File: config.mk
export PLATFORM = sky130hd
export DESIGN_NAME = colorkey_rgb565_glyph_blit_top
export DESIGN_NICKNAME = d
export VERILOG_FILES = /design/src/ckblit_pkg.sv /design/src/colorkey_rgb565_glyph_blit_top.sv /design/src/ckblit_cfg.sv /design/src/ckblit_walk.sv /design/src/ckblit_addr.sv
export SDC_FILE = /design/constraint.sdc
export NUM_CORES = 1
export LEC_CHECK = 0
export BUFFER_PORTS_ARGS = -buffer_cell sky130_fd_sc_hd__buf_2
export CAP_MARGIN = 15
export CORE_AREA = 2 2 200 202
export DETAILED_ROUTE_END_ITERATION = 12
export DIE_AREA = 0 0 202 204
export SLEW_MARGIN = 5
export SYNTH_ARGS = -nofsm -noshare
export SYNTH_HDL_FRONTEND = slang
export SYNTH_SLANG_ARGS = --single-unit
File: constraint.sdc
create_clock -name i_clk -period 6.9 [get_ports i_clk]
set_input_delay 1.035 -clock i_clk [delete_from_list [all_inputs] [get_ports i_clk]]
set_output_delay 1.035 -clock i_clk [all_outputs]
set_load 0.03 [all_outputs]
File: src/ckblit_pkg.sv
`default_nettype none

package ckblit_pkg;

    // Fixed field widths
    localparam int COORD_BITS = 12;
    localparam int ADDR_BITS  = 25;
    localparam int PIX_BITS   = 16;
    localparam int CFG_IDX_BITS  = 3;
    localparam int CFG_DATA_BITS = 13;

    // Register indexes on the configuration port
    typedef enum logic [CFG_IDX_BITS-1:0] {
        CFG_GLYPH_HEIGHT  = 3'd0,
        CFG_GLYPH_WIDTH   = 3'd1,
        CFG_SCREEN_WIDTH  = 3'd2,
        CFG_SCREEN_HEIGHT = 3'd3,
        CFG_LINE_WORDS    = 3'd4
    } t_cfg_idx;

    // Reset values of the registers
    localparam logic [6:0]  RST_GLYPH_HEIGHT  = 7'd16;
    localparam logic [7:0]  RST_GLYPH_WIDTH   = 8'd16;
    localparam logic [11:0] RST_SCREEN_WIDTH  = 12'd640;
    localparam logic [11:0] RST_SCREEN_HEIGHT = 12'd480;
    localparam logic [12:0] RST_LINE_WORDS    = 13'd640;

    // Register file contents as seen by the datapath
    typedef struct packed {
        logic [6:0]  glyph_height;
        logic [7:0]  glyph_width;
        logic [11:0] screen_width;
        logic [11:0] screen_height;
        logic [12:0] line_words;
    } t_cfg;

    // One visible, opaque write on its way to the address stage
    typedef struct packed {
        logic [COORD_BITS-1:0] px;
        logic [COORD_BITS-1:0] py;
        logic [PIX_BITS-1:0]   pix;
    } t_wr;

    // RGB888 to RGB565 by truncation
    function automatic logic [PIX_BITS-1:0] to_565(input logic [7:0] r,
                                                   input logic [7:0] g,
                                                   input logic [7:0] b);
        return {r[7:3], g[7:2], b[7:3]};
    endfunction

endpackage

`default_nettype wire

File: src/colorkey_rgb565_glyph_blit_top.sv
// A written pixel passes the walk stage register, then the multiply stage register.
// Throughput: one item per clock; the walk stage and the multiply stage each
// hold one item and stall together when the output is not taken.
// Reset (i_rst_n low, synchronous): registers return to their defaults, no bitmap
// is active, and both stages are emptied.
`default_nettype none

module colorkey_rgb565_glyph_blit_top #(
    parameter int MAX_GLYPH_SIDE = 128
) (
    input  wire logic        i_clk,
    input  wire logic        i_rst_n,
    // Pixel input
    input  wire logic        i_s_axis_tvalid,
    output      logic        o_s_axis_tready,
    // tdata: origin_x[11:0], origin_y[23:12], red[31:24], green[39:32], blue[47:40]
    input  wire logic [47:0] i_s_axis_tdata,
    // tuser: first_pixel[0]
    input  wire logic        i_s_axis_tuser,
    // Framebuffer writes
    output      logic        o_m_axis_tvalid,
    input  wire logic        i_m_axis_tready,
    // tdata: word_address[24:0], pixel_565[40:25], zeros[47:41]
    output      logic [47:0] o_m_axis_tdata,
    // Configuration writes
    input  wire logic        i_cfg_valid,
    output      logic        o_cfg_ready,
    input  wire logic [2:0]  i_cfg_index,
    input  wire logic [12:0] i_cfg_data
);
    import ckblit_pkg::*;

    t_cfg                 cfg;
    logic                 wr_valid, wr_ready;
    t_wr                  wr;
    logic [ADDR_BITS-1:0] word_address;
    logic [PIX_BITS-1:0]  pixel_565;

    assign o_cfg_ready = 1'b1;

    ckblit_cfg u_cfg (
        .i_clk       (i_clk),
        .i_rst_n     (i_rst_n),
        .i_cfg_valid (i_cfg_valid),
        .i_cfg_index (i_cfg_index),
        .i_cfg_data  (i_cfg_data),
        .o_cfg       (cfg)
    );

    ckblit_walk #(
        .MAX_GLYPH_SIDE (MAX_GLYPH_SIDE)
    ) u_walk (
        .i_clk      (i_clk),
        .i_rst_n    (i_rst_n),
        .i_cfg      (cfg),
        .i_valid    (i_s_axis_tvalid),
        .o_ready    (o_s_axis_tready),
        .i_first    (i_s_axis_tuser),
        .i_origin_x (i_s_axis_tdata[11:0]),
        .i_origin_y (i_s_axis_tdata[23:12]),
        .i_red      (i_s_axis_tdata[31:24]),
        .i_green    (i_s_axis_tdata[39:32]),
        .i_blue     (i_s_axis_tdata[47:40]),
        .o_wr_valid (wr_valid),
        .i_wr_ready (wr_ready),
        .o_wr       (wr)
    );

    ckblit_addr u_addr (
        .i_clk          (i_clk),
        .i_rst_n        (i_rst_n),
        .i_line_words   (cfg.line_words),
        .i_wr_valid     (wr_valid),
        .o_wr_ready     (wr_ready),
        .i_wr           (wr),
        .o_valid        (o_m_axis_tvalid),
        .i_ready        (i_m_axis_tready),
        .o_word_address (word_address),
        .o_pixel_565    (pixel_565)
    );

    assign o_m_axis_tdata = {7'd0, pixel_565, word_address};

endmodule

`default_nettype wire

File: src/ckblit_cfg.sv
`default_nettype none

module ckblit_cfg (
    input  wire logic                               i_clk,
    input  wire logic                               i_rst_n,
    input  wire logic                               i_cfg_valid,
    input  wire logic [ckblit_pkg::CFG_IDX_BITS-1:0]  i_cfg_index,
    input  wire logic [ckblit_pkg::CFG_DATA_BITS-1:0] i_cfg_data,
    output      ckblit_pkg::t_cfg                   o_cfg
);
    import ckblit_pkg::*;

    t_cfg r_cfg;

    // Register writes, indexes beyond the list are dropped
    always_ff @(posedge i_clk) begin
        if (!i_rst_n) begin
            r_cfg.glyph_height  <= RST_GLYPH_HEIGHT;
            r_cfg.glyph_width   <= RST_GLYPH_WIDTH;
            r_cfg.screen_width  <= RST_SCREEN_WIDTH;
            r_cfg.screen_height <= RST_SCREEN_HEIGHT;
            r_cfg.line_words    <= RST_LINE_WORDS;
        end else if (i_cfg_valid) begin
            unique case (t_cfg_idx'(i_cfg_index))
                CFG_GLYPH_HEIGHT:  r_cfg.glyph_height  <= i_cfg_data[6:0];
                CFG_GLYPH_WIDTH:   r_cfg.glyph_width   <= i_cfg_data[7:0];
                CFG_SCREEN_WIDTH:  r_cfg.screen_width  <= i_cfg_data[11:0];
                CFG_SCREEN_HEIGHT: r_cfg.screen_height <= i_cfg_data[11:0];
                CFG_LINE_WORDS:    r_cfg.line_words    <= i_cfg_data[12:0];
                default: ;
            endcase
        end
    end

    assign o_cfg = r_cfg;

endmodule

`default_nettype wire

File: src/ckblit_walk.sv
`default_nettype none

module ckblit_walk #(
    parameter int MAX_GLYPH_SIDE = 128
) (
    input  wire logic                               i_clk,
    input  wire logic                               i_rst_n,
    input  wire ckblit_pkg::t_cfg                   i_cfg,
    input  wire logic                               i_valid,
    output      logic                               o_ready,
    input  wire logic                               i_first,
    input  wire logic [ckblit_pkg::COORD_BITS-1:0]  i_origin_x,
    input  wire logic [ckblit_pkg::COORD_BITS-1:0]  i_origin_y,
    input  wire logic [7:0]                         i_red,
    input  wire logic [7:0]                         i_green,
    input  wire logic [7:0]                         i_blue,
    output      logic                               o_wr_valid,
    input  wire logic                               i_wr_ready,
    output      ckblit_pkg::t_wr                    o_wr
);
    import ckblit_pkg::*;

    localparam int CW = (MAX_GLYPH_SIDE > 1) ? $clog2(MAX_GLYPH_SIDE) : 1;
    localparam int SW = $clog2(MAX_GLYPH_SIDE + 1);
    localparam int PW = COORD_BITS + 1;
    localparam logic [8:0] MAX_SIDE9 = 9'(MAX_GLYPH_SIDE);

    // Bitmap walk state
    logic [CW-1:0]         r_col, n_col;
    logic [CW-1:0]         r_row, n_row;
    logic [COORD_BITS-1:0] r_base_x, n_base_x;
    logic [COORD_BITS-1:0] r_base_y, n_base_y;
    logic                  r_done, n_done;

    // Stage register towards the address stage
    logic r_wr_valid;
    t_wr  r_wr;

    logic [SW-1:0]         w_side, h_side;
    logic [CW-1:0]         col_cur, row_cur;
    logic [SW-1:0]         col_inc, row_inc;
    logic [COORD_BITS-1:0] bx_cur, by_cur;
    logic [PW-1:0]         px, py;
    logic                  accept, active, visible, opaque;

    // Glyph sides, zero taken as one, clamped to the counter range
    always_comb begin
        if (i_cfg.glyph_width == 8'd0) begin
            w_side = SW'(1);
        end else if ({1'b0, i_cfg.glyph_width} > MAX_SIDE9) begin
            w_side = SW'(MAX_GLYPH_SIDE);
        end else begin
            w_side = SW'(i_cfg.glyph_width);
        end
        if (i_cfg.glyph_height == 7'd0) begin
            h_side = SW'(1);
        end else if ({2'b0, i_cfg.glyph_height} > MAX_SIDE9) begin
            h_side = SW'(MAX_GLYPH_SIDE);
        end else begin
            h_side = SW'(i_cfg.glyph_height);
        end
    end

    assign o_ready = !r_wr_valid || i_wr_ready;
    assign accept  = i_valid && o_ready;
    assign active  = i_first || !r_done;

    // Position of this item, a first item restarts at the new origin
    always_comb begin
        col_cur = i_first ? '0 : r_col;
        row_cur = i_first ? '0 : r_row;
        bx_cur  = i_first ? i_origin_x : r_base_x;
        by_cur  = i_first ? i_origin_y : r_base_y;
        px      = PW'(bx_cur) + PW'(col_cur);
        py      = PW'(by_cur) + PW'(row_cur);
        visible = (px < PW'(i_cfg.screen_width)) && (py < PW'(i_cfg.screen_height));
        opaque  = (i_red != 8'd0) || (i_green != 8'd0) || (i_blue != 8'd0);
        col_inc = SW'(col_cur) + SW'(1);
        row_inc = SW'(row_cur) + SW'(1);
    end

    // Counter advance, clipped pixels count too
    always_comb begin
        n_col    = r_col;
        n_row    = r_row;
        n_base_x = r_base_x;
        n_base_y = r_base_y;
        n_done   = r_done;
        if (accept && active) begin
            n_base_x = bx_cur;
            n_base_y = by_cur;
            n_done   = 1'b0;
            if (col_inc >= w_side) begin
                n_col = '0;
                if (row_inc >= h_side) begin
                    n_row  = '0;
                    n_done = 1'b1;
                end else begin
                    n_row = CW'(row_inc);
                end
            end else begin
                n_col = CW'(col_inc);
                n_row = row_cur;
            end
        end
    end

    always_ff @(posedge i_clk) begin
        if (!i_rst_n) begin
            r_col    <= '0;
            r_row    <= '0;
            r_base_x <= '0;
            r_base_y <= '0;
            r_done   <= 1'b1;
        end else begin
            r_col    <= n_col;
            r_row    <= n_row;
            r_base_x <= n_base_x;
            r_base_y <= n_base_y;
            r_done   <= n_done;
        end
    end

    // Stage register: only visible, opaque items of an active bitmap
    always_ff @(posedge i_clk) begin
        if (!i_rst_n) begin
            r_wr_valid <= 1'b0;
        end else if (o_ready) begin
            r_wr_valid <= accept && active && visible && opaque;
        end
    end

    always_ff @(posedge i_clk) begin
        if (o_ready) begin
            r_wr.px  <= px[COORD_BITS-1:0];
            r_wr.py  <= py[COORD_BITS-1:0];
            r_wr.pix <= to_565(i_red, i_green, i_blue);
        end
    end

    assign o_wr_valid = r_wr_valid;
    assign o_wr       = r_wr;

endmodule

`default_nettype wire

File: src/ckblit_addr.sv
`default_nettype none

module ckblit_addr (
    input  wire logic                             i_clk,
    input  wire logic                             i_rst_n,
    input  wire logic [12:0]                      i_line_words,
    input  wire logic                             i_wr_valid,
    output      logic                             o_wr_ready,
    input  wire ckblit_pkg::t_wr                  i_wr,
    output      logic                             o_valid,
    input  wire logic                             i_ready,
    output      logic [ckblit_pkg::ADDR_BITS-1:0] o_word_address,
    output      logic [ckblit_pkg::PIX_BITS-1:0]  o_pixel_565
);
    import ckblit_pkg::*;

    logic                 r_valid;
    logic [ADDR_BITS-1:0] r_addr, n_addr;
    logic [PIX_BITS-1:0]  r_pix;
    logic [ADDR_BITS-1:0] prod;

    assign o_wr_ready = !r_valid || i_ready;

    // line * pitch + column, 12x13 product fits the address exactly
    always_comb begin
        prod   = {13'd0, i_wr.py} * {12'd0, i_line_words};
        n_addr = prod + {13'd0, i_wr.px};
    end

    always_ff @(posedge i_clk) begin
        if (!i_rst_n) begin
            r_valid <= 1'b0;
        end else if (o_wr_ready) begin
            r_valid <= i_wr_valid;
        end
    end

    always_ff @(posedge i_clk) begin
        if (o_wr_ready) begin
            r_addr <= n_addr;
            r_pix  <= i_wr.pix;
        end
    end

    assign o_valid        = r_valid;
    assign o_word_address = r_addr;
    assign o_pixel_565    = r_pix;

endmodule

`default_nettype wire

==> qor.csv, run 1 <==
metric,value,unit
setup_viol,0,
routed_wl,32.35,mm
yosys-top-cells-area,"fa_1 (18%), edfxtp_1 (18%), dfxtp_1 (13%)",
remaining_drc_errors,0,
area_growth,11.67,%
endpoint_kind,register,
cts_resized,0,
postRouteAntennaNets,0,
start_util,35.42,%
final_cell_mix,"nand2_1 (243), inv_1 (219), ha_1 (124)",
final_util,39.55,%
whs_endpoint,u_addr.o_pixel_565[7]$_DFFE_PP_,
reg2reg_to,u_addr.o_word_address[23]$_DFFE_PP_,
clk_latency,0.46,ns
synth-async-reset-ratio,0,%
dp_hpwl,25.25,mm
gp_congestion,0.8303,
drv_cap,0,
grt.total_usage,16.54,%
synth.avg_cell_area,9.384,µm²
htree_num_levels,4,
antenna_found_initial,1,
die_h,204,µm
fin_crit_sh,86.78,%
clk_path_buf_depth,2,
crit_type,reg -> reg,
dr.pass1.iters,5,
numClockSinks,174,
cts_setup_buffers,0,
drt_iter0_markers,491,
yosysTopAreaCell,fa_1,
worstPathArrival,6.19,ns
port_buffers,112,
r2r_cells,17,
final_max_slew_viol_count,0,
synth_ff_type,dfxtp_1,
vias,10060,
r2r_start,u_walk.o_wr[22]$_DFFE_PN_,
crit_path_start_kind,register,
diodes,0,
coreArea,39180,µm²
overflow,0,
cp_max_fo,13,
row_count,73,
holdCritPathClass,reg -> reg,
worst-slew-pin-transition,1.041,ns
status,"complete, no violations",
die_area,41210,µm²
fin_setup_tns,0,ns
synthCells,1479,
hold_start,u_walk.o_wr[7]$_DFFE_PN_,
r2r_setup_slack,0.91,ns
cts_tree,built,
ioPinCount,121,
skew,0.01754,ns
irDropWorstVdd,0.2044,mV
grt_pass1_vias,10410,
max_freq,167.0,MHz
postCtsHoldBufs,0,
nets,1869,
whs,0.4227,ns
power_density,188.1,nW/µm²
post-synth-top-area-fraction,17.74,%
viasPerCell,4.811,
p_leak,7.182,nW
hold_depth,0,
drive_gt1_share,11.05,%
period_minus_slack,5.988,ns
wl_per_cell,15.48,µm
layout_commonest_cell,nand2_1,
numCtsBuffers,17,
ctsRootBufferMaster,clkbuf_16,
rsz0062_at_grt,false,
grt_max_degree,93,
grt_first_pass_wirelength,53.59,mm
synth_area,13880,µm²
ys_seq_area_share,30.94,%
hold_violations,0,
clkTransAtPathRegs,0.08,ns
fillerInstances,3907,
synth_edf_count,81,
synth_cell_types,59,
crit_required,7.10,ns
die_w,202,µm
maxSlewHeadroom,30.41,%
ys_warn_count,0,
synth_seq_cells,174,
==> area by class of cell <==
type	count	area [µm²]	area share, %
Clock inverter	15	205.2	1.324
Timing Repair Buffer	117	598.1	3.859
Sequential cell	174	4294	27.71
Clock buffer	17	425.4	2.745
Multi-Input combinational cell	1021	8488	54.77
Tap cell	525	656.9	4.239
Inverter	221	829.5	5.353
==> state kept, by name (all words and copies together), names as in the netlist <==
| register | flops |
|---|---|
| u_addr.o_word_address | 25 |
| u_walk.o_wr | 40 |
| u_walk.o_wr_valid | 1 |
| u_addr.o_valid | 1 |
| u_walk.r_row | 7 |
| u_cfg.o_cfg | 52 |
| u_walk.r_col | 7 |
| u_walk.r_base_x | 12 |
| u_walk.r_base_y | 12 |
| u_walk.r_done | 1 |
| u_addr.o_pixel_565 | 16 |
==> cell families after synthesis <==
logic type | Yosys count | share of synthesized area, %
and+or+nand+nor | 479 | 16.21
buffers and inverters | 290 | 8.078
adders and majority gates | 247 | 28.92
AOI/OAI and AO/OA | 217 | 11.04
DFF | 174 | 30.94
xor gates and xnor gates | 48 | 3.029
muxes | 22 | 1.722
other | 2 | 0.05411
==> routing by layer <==
| metal | global-route usage (%) | share of wire (%) |
|---|---|---|
| met1 | 21.21 | 45 |
| met2 | 28.60 | 49 |
| met3 | 2.679 | 3.8 |
| met4 | 5.095 | 2.0 |
| met5 | 0 | 0.049 |
==> how the worst max path moves through the flow <==
stage                              startpoint                                  end  depth (start not counted)
global route        u_walk.o_wr[23]$_DFFE_PN_  u_addr.o_word_address[23]$_DFFE_PP_                         17
floorplan           u_walk.o_wr[17]$_DFFE_PN_  u_addr.o_word_address[18]$_DFFE_PP_                         19
detailed placement  u_walk.o_wr[22]$_DFFE_PN_  u_addr.o_word_address[23]$_DFFE_PP_                         17
finish              u_walk.o_wr[22]$_DFFE_PN_  u_addr.o_word_address[23]$_DFFE_PP_                         17
global placement    u_walk.o_wr[18]$_DFFE_PN_  u_addr.o_word_address[23]$_DFFE_PP_                         18
CTS                 u_walk.o_wr[23]$_DFFE_PN_  u_addr.o_word_address[23]$_DFFE_PP_                         17
==> critical path, cell delays in order, from the launching register on <==
cell and delay (ns):
edfxtp_1 0.58, and2_1 0.27, fa_1 0.54, inv_1 0.06, fa_1 0.53, inv_1 0.05, fa_1 0.47, fa_1 0.56
inv_1 0.06, fa_1 0.53, inv_1 0.04, ha_1 0.36, o21a_1 0.17, nor2_1 0.04, o31ai_1 0.76, a31oi_1 0.27
o31ai_1 0.33, xnor2_1 0.10
==> power by group <==
group          internal [mW]  switching (mW)
combinational          0.243           0.432
clock                  0.502           0.519
sequential              1.17          0.0481
==> through the flow <==
| step | instances | total power [mW] | instance area (µm²) | worst slack, ns |
|---|---|---|---|---|
| 2_1_floorplan | 1485 | 1.727 | 13900 | 1.433 |
| 3_3_place_gp | 2058 | 1.907 | 14870 | 1.035 |
| 3_5_place_dp | 2058 | 1.924 | 14870 | 0.9515 |
| 4_1_cts | 2090 | 2.949 | 15500 | 0.9450 |
| 5_1_grt | 2090 | 3.079 | 15500 | 0.5771 |
| 6_report | 2090 | 2.915 | 15500 | 0.9120 |
==> cell usage after synthesis (4+ instances only) <==
cell and count:
a211oi_1 10, a21boi_0 73, a21o_1 23, a21oi_1 35, a22o_1 5, a31oi_1 4
and2_1 88, and3_1 12, buf_1 6, buf_4 8, clkbuf_1 53, dfxtp_1 93
edfxtp_1 81, fa_1 123, ha_1 124, inv_1 220, mux2_2 15, mux2i_1 7
nand2_1 244, nand2b_1 10, nand3_1 41, nand4_1 8, nor2_1 36, nor2b_1 20
nor4_1 9, o211a_1 4, o211ai_1 8, o21a_1 7, o21ai_0 18, o22ai_1 5
o31ai_1 5, xnor2_1 25, xor2_1 23
(Power assumes the default switching activity.)
==> run 2: changes to the inputs <==
BUFFER_PORTS_ARGS = default   (was -buffer_cell sky130_fd_sc_hd__buf_2)
DONT_BUFFER_PORTS = 1   (was default)
==> qor.csv, run 2 (synthesis gave the netlist of run 1 again) <==
metric,value,unit
status,"complete, no violations",
ioPinCount,121,
remaining_drc_errors,0,
rsz0062_at_grt,false,
irDropWorstVdd,0.1730,mV
final_util,38.14,%
numCtsBuffers,17,
overflow,0,
wl_per_cell,16.40,µm
grt_pass1_vias,9997,
critPathMaxStageDelay,0.72,ns
crit_type,reg -> reg,
hold_depth,0,
hold_violations,0,
crit_top_cell,fa_1,
holdCritPathClass,reg -> reg,
gp_congestion,0.8373,
final_cell_mix,"nand2_1 (243), inv_1 (219), ha_1 (124)",
coreArea,39180,µm²
largest_register_ff_count,52,
fillerInstances,3908,
maxSlewHeadroom,28.83,%
cts_resized,0,
final_max_slew_viol_count,0,
dr.pass1.iters,7,
row_count,73,
seqPwrFrac,46.7,%
swShare,33.93,%
grt.total_usage,16.43,%
antenna_found_initial,0,
startpoint,u_walk.o_wr[22]$_DFFE_PN_,
r2r_cells,17,
clkPwrFrac,36.4,%
clk_path_buf_depth,2,
drt_iter0_markers,588,
endpoint_kind,register,
diodes,0,
worst-slew-pin-transition,1.065,ns
cts_tree,built,
area_growth,7.672,%
power_density,190.8,nW/µm²
postCtsHoldBufs,0,
p_leak,6.732,nW
drv_cap,0,
crit_required,7.09,ns
nets,1756,
internal_power,1.884,mW
ctsRootBufferMaster,clkbuf_16,
r2r_setup_slack,0.94,ns
crit_end,u_addr.o_word_address[23]$_DFFE_PP_,
skew,0.01490,ns
cts_setup_buffers,0,
grt_first_pass_wirelength,53.02,mm
numClockSinks,174,
port_buffers,0,
fin_setup_tns,0,ns
layout_commonest_cell,nand2_1,
grt_max_degree,93,
drive_gt1_share,4.132,%
die_area,41210,µm²
dp_hpwl,24.94,mm
clkTransAtPathRegs,0.08,ns
viasPerCell,4.893,
period_minus_slack,5.955,ns
p_comb_share,16.9,%
die_h,204,µm
p_sw,0.9675,mW
start_util,35.42,%
routed_wl,32.42,mm
crit_path_start_kind,register,
clk_latency,0.46,ns
postRouteAntennaNets,0,
vias,9674,
reg2reg_to,u_addr.o_word_address[23]$_DFFE_PP_,
htree_num_levels,4,
r2r_start,u_walk.o_wr[22]$_DFFE_PN_,
die_w,202,µm
cp_max_fo,13,
worstPathArrival,6.15,ns
crit_path_top_delay_cell,o31ai_1,
max_freq,167.9,MHz
whs,0.4233,ns
setup_viol,0,
fin_crit_sh,86.31,%
crit_chain,and2_1 > fa_1 > inv_1 > fa_1 > inv_1 > fa_1 > fa_1 > inv_1 > fa_1 > inv_1 > ha_1 > o21a_1 > nor2_1 > o31ai_1 > a31oi_1 > o31ai_1 > xnor2_1,
-- run 2: cell types whose count changed in the layout (fill, tap and decap cells not counted) --
cell,before,now
clkinvlp_4,1,0
inv_8,3,2
inv_12,3,5
buf_4,5,4
buf_2,112,0
-- run 2: worst min-delay path by stage --
| stage | startpoint | end | slack, ns |
|---|---|---|---|
| floorplan | u_walk.o_wr[0]$_DFFE_PN_ | u_addr.o_pixel_565[0]$_DFFE_PP_ | 0.40 |
| global placement | u_walk.o_wr[9]$_DFFE_PN_ | u_addr.o_pixel_565[9]$_DFFE_PP_ | 0.40 |
| detailed placement | u_walk.o_wr[2]$_DFFE_PN_ | u_addr.o_pixel_565[2]$_DFFE_PP_ | 0.41 |
| CTS | u_walk.o_wr[2]$_DFFE_PN_ | u_addr.o_pixel_565[2]$_DFFE_PP_ | 0.43 |
| global route | u_walk.o_wr[2]$_DFFE_PN_ | u_addr.o_pixel_565[2]$_DFFE_PP_ | 0.43 |
| finish | u_walk.o_wr[10]$_DFFE_PN_ | u_addr.o_pixel_565[10]$_DFFE_PP_ | 0.42 |
-- run 2: final cells by class --
cell class	instances	area [µm²]	area share (%)
sequential	174	4294	28.74
timing repair buffer	4	30.03	0.2010
clock buffer	17	425.4	2.847
inverter	221	829.5	5.551
multi-input combinational	1021	8488	56.80
tap	525	656.9	4.396
clock inverter	15	219.0	1.465
-- run 2: power by group through the flow --
stage	combinational [mW]	sequential, mW	clock [mW]
6_report	0.482	1.33	1.04
3_5_place_dp	0.485	1.36	0
5_1_grt	0.560	1.34	1.10
4_1_cts	0.488	1.33	1.07
3_3_place_gp	0.472	1.36	0
2_1_floorplan	0.405	1.32	0
-- run 2: per-stage QoR --
step	setup WS [ns]	cell area [µm²]	power, mW	std cells
3_5_place_dp	0.9393	14300	1.843	1945
5_1_grt	0.6384	14940	3.004	1977
6_report	0.9446	14940	2.851	1977
3_3_place_gp	1.039	14300	1.829	1945
4_1_cts	0.9241	14940	2.892	1977
2_1_floorplan	1.433	13900	1.727	1485
-- run 2: per-layer routing --
layer	share of wire [%]	GRT usage [%]
met5	0	0
met4	2.4	5.987
met3	3.7	2.966
met2	48	27.75
met1	45	21.08
-- run 2: critical path: cells and delay by family (launching register included) --
kind	cells	cell delay, ns
buffers and inverters	4	0.21
and+or+nand+nor	2	0.30
adders and majority gates	6	2.95
AOI/OAI and AO/OA	4	1.54
DFF	1	0.58
xor gates and xnor gates	1	0.10
==> run 3: changes to the inputs <==
CORE_AREA = 2 2 164 246   (was 2 2 200 202)
DIE_AREA = 0 0 166 248   (was 0 0 202 204)
clock period = 7.7 ns   (was 6.9 ns; I/O delays follow)
==> qor.csv, run 3 (synthesis gave the netlist of run 1 again) <==
metric,value,unit
power_density,166.8,nW/µm²
grt_pass1_vias,9928,
final_cell_mix,"nand2_1 (243), inv_1 (219), ha_1 (124)",
grt_max_degree,93,
postRouteAntennaNets,0,
max_freq,167.3,MHz
setup_viol,0,
skew,0.01337,ns
endpoint_kind,register,
largest_register_ff_count,52,
p_leak,6.697,nW
irDropWorstVdd,0.1468,mV
numClockSinks,174,
viasPerCell,4.932,
clk_path_buf_depth,2,
crit_type,reg -> reg,
grt.total_usage,16.07,%
remaining_drc_errors,0,
dr.pass1.iters,4,
numCtsBuffers,17,
coreArea,39090,µm²
layout_commonest_cell,nand2_1,
die_w,166,µm
crit_path_start_kind,register,
postCtsHoldBufs,0,
gp_congestion,0.8355,
final_area,14830,µm²
vias,9622,
ioPinCount,121,
cts_resized,0,
start_util,35.51,%
ctsRootBufferMaster,clkbuf_16,
nets,1755,
drv_cap,0,
drt_iter0_markers,397,
status,"complete, no violations",
worst-slew-pin-transition,0.9412,ns
clk_latency,0.46,ns
drive_gt1_share,4.066,%
cp_max_fo,13,
power,2.474,mW
die_area,41170,µm²
row_count,89,
fin_crit_sh,77.63,%
worstPathArrival,6.19,ns
crit_required,7.92,ns
fin_setup_tns,0,ns
dp_hpwl,25.94,mm
hold_violations,0,
routed_wl,32.21,mm
maxSlewHeadroom,36.72,%
htree_num_levels,4,
antenna_found_initial,0,
area_growth,6.888,%
placed_area,14260,µm²
port_buffers,0,
final_util,37.95,%
holdCritPathClass,reg -> reg,
die_h,248,µm
final_max_slew_viol_count,0,
diodes,0,
cts_setup_buffers,0,
rsz0062_at_grt,false,
wl_per_cell,16.51,µm
fillerInstances,3893,
period_minus_slack,5.978,ns
clkTransAtPathRegs,0.08,ns
grt_first_pass_wirelength,51.92,mm
cts_tree,built,
overflow,0,
-- run 3: cell type report --
cell class              count  area, µm²  area share [%]
multi-input cells        1021       8488           57.22
flip-flops and latches    174       4294           28.95
inverters                 221      829.5           5.592
well taps                 500      625.6           4.217
clock buffers              17      425.4           2.868
clock inverters            15      148.9           1.004
repair buffers              3      22.52          0.1518
-- run 3: power by group --
part           switching [mW]  internal [mW]
Combinational           0.248          0.174
Clock                   0.424          0.430
Sequential              0.143           1.06
Total                   0.814           1.66
-- run 3: worst max-delay path, cell delays in order, from the launching register on --
cell and delay, ns:
edfxtp_1 0.54, and2_1 0.24, fa_1 0.53, inv_1 0.05
fa_1 0.53, inv_1 0.05, fa_1 0.50, inv_1 0.05
fa_1 0.46, fa_1 0.55, inv_1 0.04, ha_1 0.33
o21ai_0 0.11, o21bai_1 0.13, a21oi_1 0.13, o31ai_1 0.78
a31oi_1 0.27, o31ai_1 0.34, xnor2_1 0.09
-- run 3: per-layer routing --
layer	global-route usage [%]	vias up	part of all wire, %
li1	-	4719	-
met1	16.79	4738	38
met2	32.19	124	57
met3	2.312	41	3.0
met4	6.036	0	2.3
met5	0	-	0
-- run 3: metrics by stage --
step | worst slack (ns) | hold slack (ns) | cells
floorplan | 2.233 | 0.4003 | 1485
global placement | 1.839 | 0.4012 | 1919
detailed placement | 1.710 | 0.4045 | 1919
CTS | 1.701 | 0.4164 | 1951
global route | 1.534 | 0.4277 | 1951
finish | 1.722 | 0.4158 | 1951
-- run 3: path summary, 6_finish.rpt --
kind,startpoint,slack [ns],to,cells past startpoint
worst max register to register,u_walk.o_wr[18]$_DFFE_PN_,1.72,u_addr.o_word_address[23]$_DFFE_PP_,18
worst max-delay path,u_walk.o_wr[18]$_DFFE_PN_,1.72,u_addr.o_word_address[23]$_DFFE_PP_,18
worst min register to register,u_walk.o_wr[10]$_DFFE_PN_,0.42,u_addr.o_pixel_565[10]$_DFFE_PP_,0
worst min-delay path,u_walk.o_wr[10]$_DFFE_PN_,0.42,u_addr.o_pixel_565[10]$_DFFE_PP_,0
